**src/hw/rtl/hts_pkg.sv**
```systemverilog
// ============================================================================
// hts_pkg: shared types and constants of the HTML tag stripper
// Holds the entity table, the tracking state and the result bundle types.
// ============================================================================
package hts_pkg;

    localparam int unsigned MaxResults = 6;
    localparam int unsigned HoldDepth  = 4;
    localparam int unsigned NumEnt     = 6;

    localparam logic [7:0] ChAmp   = 8'h26;
    localparam logic [7:0] ChLt    = 8'h3C;
    localparam logic [7:0] ChGt    = 8'h3E;
    localparam logic [7:0] ChSpace = 8'h20;
    localparam logic [7:0] ChTab   = 8'h09;
    localparam logic [7:0] ChCr    = 8'h0D;

    typedef logic [4:0][7:0] ent_text_t;

    // Tracking state carried from one byte to the next.
    typedef struct packed {
        logic                           inside_tag;
        logic                           space_owed;
        logic                           any_written;
        logic                           amp_held;
        logic [2:0]                     held_count;
        logic [HoldDepth-1:0][7:0]      held_bytes;
    } hts_state_t;

    // The bytes written for one input transaction, in order from entry 0.
    typedef struct packed {
        logic [MaxResults-1:0][7:0] bytes;
        logic [2:0]                 count;
    } hts_res_t;

    // Entity names without the leading ampersand, entry 0 is the first character.
    function automatic ent_text_t ent_text(input logic [2:0] idx);
        ent_text_t t;
        unique case (idx)
            3'd0:    t = {8'h00, ";", "p", "m", "a"};
            3'd1:    t = {8'h00, 8'h00, ";", "t", "l"};
            3'd2:    t = {8'h00, 8'h00, ";", "t", "g"};
            3'd3:    t = {";", "t", "o", "u", "q"};
            3'd4:    t = {8'h00, ";", "9", "3", "#"};
            3'd5:    t = {";", "p", "s", "b", "n"};
            default: t = '0;
        endcase
        return t;
    endfunction

    function automatic logic [2:0] ent_len(input logic [2:0] idx);
        logic [2:0] l;
        unique case (idx)
            3'd0, 3'd4: l = 3'd4;
            3'd1, 3'd2: l = 3'd3;
            3'd3, 3'd5: l = 3'd5;
            default:    l = 3'd0;
        endcase
        return l;
    endfunction

    function automatic logic [7:0] ent_plain(input logic [2:0] idx);
        logic [7:0] p;
        unique case (idx)
            3'd0:    p = ChAmp;
            3'd1:    p = ChLt;
            3'd2:    p = ChGt;
            3'd3:    p = 8'h22;
            3'd4:    p = 8'h27;
            3'd5:    p = ChSpace;
            default: p = 8'h00;
        endcase
        return p;
    endfunction

    // Appends one byte to the result bundle; the bundle never overflows in use.
    function automatic hts_res_t res_push(input hts_res_t r, input logic [7:0] b);
        hts_res_t o;
        o = r;
        if (r.count < 3'(MaxResults)) begin
            o.bytes[r.count] = b;
            o.count          = r.count + 3'd1;
        end
        return o;
    endfunction

    function automatic logic is_ws(input logic [7:0] c);
        return (c == ChSpace) || ((c >= ChTab) && (c <= ChCr));
    endfunction

endpackage

```
**src/hw/rtl/hts_decode.sv**
```systemverilog
// ============================================================================
// hts_decode: per-byte decision logic
// From the tracking state and one byte, forms every byte to be written and
// the state that follows.
// ============================================================================
module hts_decode
    import hts_pkg::*;
(
    input  hts_state_t  state_in,
    input  logic [7:0]  in_byte,
    input  logic        doc_last,
    output hts_state_t  state_out,
    output hts_res_t    res_out
);

    logic [2:0]        held_n;
    logic [NumEnt-1:0] ent_match;
    logic              hit;
    logic [2:0]        hit_idx;

    assign held_n = (state_in.held_count > 3'd3) ? 3'd4 : state_in.held_count;

    // Compare the held bytes plus the current byte against every entity name.
    always_comb begin
        ent_text_t t;
        logic      pre_ok;
        for (int i = 0; i < NumEnt; i++) begin
            t      = ent_text(3'(i));
            pre_ok = 1'b1;
            for (int k = 0; k < HoldDepth; k++) begin
                if ((3'(k) < held_n) && (state_in.held_bytes[k] != t[k])) begin
                    pre_ok = 1'b0;
                end
            end
            ent_match[i] = (ent_len(3'(i)) > held_n) && pre_ok && (t[held_n] == in_byte);
        end
    end

    always_comb begin
        hit     = 1'b0;
        hit_idx = '0;
        for (int i = NumEnt - 1; i >= 0; i--) begin
            if (ent_match[i]) begin
                hit     = 1'b1;
                hit_idx = 3'(i);
            end
        end
    end

    always_comb begin
        hts_state_t s;
        hts_res_t   r;
        logic       do_plain;
        s        = state_in;
        r        = '0;
        do_plain = 1'b0;

        if (s.amp_held) begin
            if (hit && (ent_len(hit_idx) == held_n + 3'd1)) begin
                r             = res_push(r, ent_plain(hit_idx));
                s.any_written = 1'b1;
                s.amp_held    = 1'b0;
                s.held_count  = '0;
            end else if (hit && (held_n < 3'(HoldDepth))) begin
                s.held_bytes[held_n[1:0]] = in_byte;
                s.held_count              = held_n + 3'd1;
            end else begin
                // Not an entity after all: the ampersand and held bytes go out as they are.
                r = res_push(r, ChAmp);
                for (int k = 0; k < HoldDepth; k++) begin
                    if (3'(k) < held_n) begin
                        r = res_push(r, s.held_bytes[k]);
                    end
                end
                s.any_written = 1'b1;
                s.amp_held    = 1'b0;
                s.held_count  = '0;
                do_plain      = 1'b1;
            end
        end else begin
            do_plain = 1'b1;
        end

        if (do_plain) begin
            if (s.inside_tag) begin
                if (in_byte == ChGt) begin
                    s.inside_tag = 1'b0;
                    s.space_owed = 1'b1;
                end
            end else if (in_byte == ChLt) begin
                s.inside_tag = 1'b1;
            end else if (is_ws(in_byte)) begin
                s.space_owed = 1'b1;
            end else begin
                if (s.space_owed && s.any_written) begin
                    r = res_push(r, ChSpace);
                end
                s.space_owed = 1'b0;
                if (in_byte == ChAmp) begin
                    s.amp_held   = 1'b1;
                    s.held_count = '0;
                end else begin
                    r             = res_push(r, in_byte);
                    s.any_written = 1'b1;
                end
            end
        end

        if (doc_last) begin
            if (s.amp_held) begin
                r = res_push(r, ChAmp);
                for (int k = 0; k < HoldDepth; k++) begin
                    if (3'(k) < s.held_count) begin
                        r = res_push(r, s.held_bytes[k]);
                    end
                end
            end
            s.inside_tag  = 1'b0;
            s.space_owed  = 1'b0;
            s.any_written = 1'b0;
            s.amp_held    = 1'b0;
            s.held_count  = '0;
        end

        state_out = s;
        res_out   = r;
    end

endmodule

```
**src/hw/rtl/html_tag_strip_entity_decode.sv**
```systemverilog
// ============================================================================
// html_tag_strip_entity_decode: HTML to plain text stream converter
// Drops markup, collapses whitespace and decodes a small set of entities.
// ============================================================================
// Path: an accepted byte waits in the input register, is decoded, and its
// results are registered in the result buffer that drives the master side.
// Throughput: one input transaction per cycle while each byte gives at most one
// result and the master side takes every result; a byte that gives several
// results holds the input while the buffer drains them, one per cycle.
// Reset: aresetn is synchronous and active low; it clears the tracking state,
// the input register and the result buffer.
module html_tag_strip_entity_decode
    import hts_pkg::*;
(
    input  logic       aclk,
    input  logic       aresetn,
    // Input channel
    input  logic       s_tvalid,
    output logic       s_tready,
    input  logic [7:0] s_tdata,   // [7:0] in_byte
    input  logic       s_tlast,   // doc_last
    // Result channel
    output logic       m_tvalid,
    input  logic       m_tready,
    output logic [7:0] m_tdata,   // [7:0] out_byte
    output logic       m_tlast    // run_last
);

    // Input register: holds one byte until the result buffer can take its results.
    logic       in_valid_reg;
    logic [7:0] in_byte_reg;
    logic       in_last_reg;

    // Tracking state between bytes.
    hts_state_t state_reg;
    hts_state_t state_next;

    // Result buffer: all bytes written for one input transaction, and a read
    // pointer that walks through them one result transaction at a time.
    hts_res_t   res_reg;
    hts_res_t   res_next;
    logic [2:0] idx_reg;

    logic pop;
    logic final_pop;
    logic buf_free;
    logic load;

    hts_decode u_decode (
        .state_in  (state_reg),
        .in_byte   (in_byte_reg),
        .doc_last  (in_last_reg),
        .state_out (state_next),
        .res_out   (res_next)
    );

    // The buffer holds results while the pointer is below the count.
    assign m_tvalid  = (idx_reg < res_reg.count);
    assign m_tlast   = m_tvalid && (idx_reg == res_reg.count - 3'd1);
    assign m_tdata   = m_tvalid ? res_reg.bytes[idx_reg] : 8'h00;

    assign pop       = m_tvalid && m_tready;
    assign final_pop = pop && m_tlast;
    // The buffer may be refilled in the same cycle its last result leaves.
    assign buf_free  = !m_tvalid || final_pop;
    assign load      = in_valid_reg && buf_free;
    assign s_tready  = !in_valid_reg || load;

    always_ff @(posedge aclk) begin
        if (!aresetn) begin
            in_valid_reg <= 1'b0;
        end else if (s_tready) begin
            in_valid_reg <= s_tvalid;
        end
        if (s_tvalid && s_tready) begin
            in_byte_reg <= s_tdata;
            in_last_reg <= s_tlast;
        end
    end

    // Control fields of the state are reset; held bytes are only read once written.
    always_ff @(posedge aclk) begin
        if (!aresetn) begin
            state_reg.inside_tag  <= 1'b0;
            state_reg.space_owed  <= 1'b0;
            state_reg.any_written <= 1'b0;
            state_reg.amp_held    <= 1'b0;
            state_reg.held_count  <= '0;
        end else if (load) begin
            state_reg <= state_next;
        end
    end

    always_ff @(posedge aclk) begin
        if (!aresetn) begin
            res_reg.count <= '0;
            idx_reg       <= '0;
        end else if (load) begin
            res_reg <= res_next;
            idx_reg <= '0;
        end else if (pop) begin
            idx_reg <= idx_reg + 3'd1;
        end
    end

endmodule

```
**config.mk**
```make
export PLATFORM = sky130hd
export DESIGN_NAME = html_tag_strip_entity_decode
export DESIGN_NICKNAME = d
export VERILOG_FILES = /design/src/hw/rtl/hts_pkg.sv /design/src/hw/rtl/hts_decode.sv /design/src/hw/rtl/html_tag_strip_entity_decode.sv
export SDC_FILE = /design/constraint.sdc
export NUM_CORES = 1
export LEC_CHECK = 0
export BUFFER_PORTS_ARGS = -buffer_cell sky130_fd_sc_hd__buf_2
export CAP_MARGIN = 5
export CORE_MARGIN = 2
export CORE_UTILIZATION = 55
export CTS_BUF_LIST = sky130_fd_sc_hd__clkbuf_16
export CTS_CLUSTER_SIZE = 12
export DETAILED_ROUTE_END_ITERATION = 12
export MAX_ROUTING_LAYER = met4
export PLACE_DENSITY = 0.81
export SLEW_MARGIN = 5
export SYNTH_ARGS = -nofsm -noshare
export SYNTH_HDL_FRONTEND = slang
export SYNTH_SLANG_ARGS = --single-unit
export TNS_END_PERCENT = 5
```
**constraint.sdc**
```tcl
create_clock -name aclk -period 10.95 [get_ports aclk]
set_input_delay 1.095 -clock aclk [delete_from_list [all_inputs] [get_ports aclk]]
set_output_delay 1.095 -clock aclk [all_outputs]
set_load 0.1 [all_outputs]
```
==> impl_metrics.csv <==
group,metric,value,unit
outcome,outcome,"finished, final reports clean",
global_route,grt_pass1_wl,60900,um
synth,yosysSeqAreaShare,28.3,%
setup_path,rr_startpoint,"state_reg[34]$_SDFFE_PN0P_",
sta,maxSlewViolCount,0,
final_layout,layout.nets,1200,
routing,num_vias,10400,
setup_path,reg2reg_depth,37,
placement,routabilityCongestion,1.15,
sta,fin_skew,0.00884,ns
synth,synthesis.nets,1217,
run,maxCapViolations,0,
synth,async_flop_share,0,%
routing,routed_wl,41200,um
final_layout,drive_gt1_share,13.6,%
sta,setup_tns,0,ns
clocking,cts_buffers,9,
floorplan,die_w,142,um
synth,synth_cell_types,107,
global_route,grt_max_degree,65,
setup_path,critical_path.endpoint_type,"flip-flop",
setup_path,critPathKind,"flip-flop to flip-flop",
sta,max_freq,0.0972,GHz
floorplan,dieArea,20100,um^2
sta,worst_pin_slew,1.23,ns
final_layout,area_delta_synth_final,5.95,%
sta,finalSetupViolCount,0,
clocking,cts_tree,"yes",
synth,synth_edf_count,89,
setup_path,start_kind,"flip-flop",
clocking,clk_latency,0.37,ns
placement,dp.cells,1389,
global_route,grt_overflow,0,
power_and_ir_drop,powerDensity,81.1,nW/um^2
sta,final_hold_viol_count,0,
placement,io_buffers,23,
floorplan,die_h,142,um
routing,first_pass_iters,7,
floorplan,rows,50,
clocking,cts_max_path_buffers,2,
synth,netlist_instances,1186,
routing,drcViolationCount,0,
sta,slew_headroom,16.9,%
floorplan,io_pins,24,
floorplan,start_util,55.9,%
routing,viasPerCell,7.38,
routing,ant_nets,0,
final_layout,final_cells,1409,
global_route,grt_pass1_vias,9541,
sta,post-route-period-util,94.0,%
synth,synth_seq_cells,103,
clocking,path_clk_slew,0.08,ns
synth,synth_flop_cell,"edfxtp_1",
global_route,antenna_found_initial,1,
setup_path,cp_slowest_stage_delay,0.63,ns
placement,hpwl,31500,um
power_and_ir_drop,vdd_drop_max,68.8,uV
global_route,grtUsageTotal,42.0,%
setup_path,crit_fanout,15,
worst_hold_path,hold_start,"res_reg[1]$_SDFFE_PN0P_",
synth,syn_avg_cell_area,8.79,um^2
setup_path,crit_arrival,10.33,ns
worst_hold_path,hold_path_depth,2,
setup_path,cp_data_required_time,10.99,ns
sta,period_needed,10.29,ns
routing,routedWlPerCell,29.2,um
clocking,ctsHoldBuffers,0,
floorplan,core_area,18600,um^2
power_and_ir_drop,leakagePower,4.41,nW
final_layout,largest_reg_flops,51,
routing,initialDrtViolationCount,2068,
setup_path,cp_common_cell,"ha_1",
synth,synth_warnings,0,
setup_path,crit_start,"state_reg[34]$_SDFFE_PN0P_",
worst_hold_path,worstHoldPathType,"flip-flop to flip-flop",
clocking,h-tree-depth,3,
setup_path,cp_slowest_cell,"a211oi_2",
clocking,cts.root.buffer_cell,"clkbuf_16",
synth,syn_area,10400,um^2
clocking,clock-sinks,103,
sta,rsz0062_at_grt,"false",
## synthesized netlist by cell type, drive strengths merged (10+ instances only)
library cell | number | area (um^2)
a211oi | 12 | 108
inv | 48 | 183
a22oi | 28 | 210
nand3 | 28 | 155
nor2b | 14 | 87.6
edfxtp | 89 | 2670
dfxtp | 14 | 280
and2 | 19 | 119
a21oi | 64 | 324
nand2 | 115 | 432
nor2 | 99 | 374
clkbuf | 47 | 178
nor3 | 22 | 136
o22ai | 12 | 75.1
mux2 | 25 | 282
o21ai | 69 | 357
nor3b | 10 | 80.1
nand4 | 17 | 146
nor4 | 14 | 124
buf | 32 | 178
a22o | 22 | 193
a222oi | 11 | 110
xnor2 | 14 | 149
ha | 18 | 225
and3 | 18 | 118
o211ai | 13 | 125
mux2i | 124 | 1240
a31oi | 19 | 125
a221oi | 15 | 149
nand2b | 14 | 87.6
## cells by family (layout without fill, tap and decap cells)
logic type / after synthesis / in the layout / share of synthesized area [%]
DFF: 103 / 103 / 28.3
adders and majority gates: 18 / 18 / 2.16
AOI/OAI and AO/OA: 346 / 346 / 24.5
other: 0 / 1 / 0
and+or+nand+nor: 415 / 415 / 21.5
muxes: 157 / 157 / 16.4
xor gates and xnor gates: 20 / 20 / 1.93
buffers and inverters: 127 / 115 / 5.16
## layer usage
layer	share of wire [%]	vias to the layer above	GRT usage, %
li1	-	4569	-
met3	14	146	11.5
met5	0	-	-
met1	40	4896	57.4
met4	5.1	0	18.6
met2	41	785	58.0
## cells in the final DEF, fill, tap and decap left out, drive strengths merged, types with 22 or more instances in the layout
cell type | netlist | final
buf | 32 | 51
inv | 48 | 50
a22o | 22 | 22
edfxtp | 89 | 89
a22oi | 28 | 28
nor3 | 22 | 22
nand2 | 115 | 115
o21ai | 69 | 69
nor2 | 99 | 99
mux2i | 124 | 124
a21oi | 64 | 64
nand3 | 28 | 28
mux2 | 25 | 25
## cell type report
| cell class | count | area, um^2 |
|---|---|---|
| clock buffers | 9 | 225 |
| multi-input cells | 956 | 6990 |
| inverters | 48 | 186 |
| diodes | 1 | 2.50 |
| repair buffers | 51 | 325 |
| flip-flops and latches | 103 | 2950 |
| clock inverters | 7 | 66.3 |
| well taps | 234 | 293 |
| fillers | 1685 | 7600 |
## report_power, final
group	internal (W)	leakage (nW)	switching, W
logic	0.0000337	3.37	0.0000781
clock network	0.000160	0.143	0.000168
registers	0.000437	0.894	0.0000186
total	0.000630	4.41	0.000265
## metrics by stage
stage                     cell area, um^2  util [%]  worst slack, ns  power [W]  hold WS, ns
after global routing                11000      59.2           0.0361   0.000914        0.562
after floorplan                     10400         -             1.88   0.000537        0.463
final                               11000      59.2            0.660   0.000896        0.514
after detailed placement            10700      57.3            0.300   0.000572        0.494
after global placement              10700      57.3            0.608   0.000570        0.486
after CTS                           11000      58.9            0.273   0.000894        0.514
## path summary, 6_finish.rpt
check                                  to  slack, ns
hold / removal    res_reg[1]$_SDFFE_PN0P_       0.51
setup / recovery    res_reg[29]$_DFFE_PP_       0.66
hold reg to reg   res_reg[1]$_SDFFE_PN0P_       0.51
setup reg to reg    res_reg[29]$_DFFE_PP_       0.66
## worst max-delay path: cells and delay by family (launching register included)
kind | cells | cell delay, ns
simple gates | 7 | 1.54
fa+ha+maj | 6 | 1.91
compound gates | 17 | 4.68
xor+xnor | 2 | 0.48
flops | 1 | 0.51
buf+inv | 5 | 0.84
## what timing repair did
| item | 4_1_cts | 5_1_grt |
|---|---|---|
| setup buffers | 0 | 3 |
| gates resized for setup | 0 | 11 |
| endpoints found under the setup margin | 0 | 51 |
No activity file was read; power rests on OpenSTA's default activity.
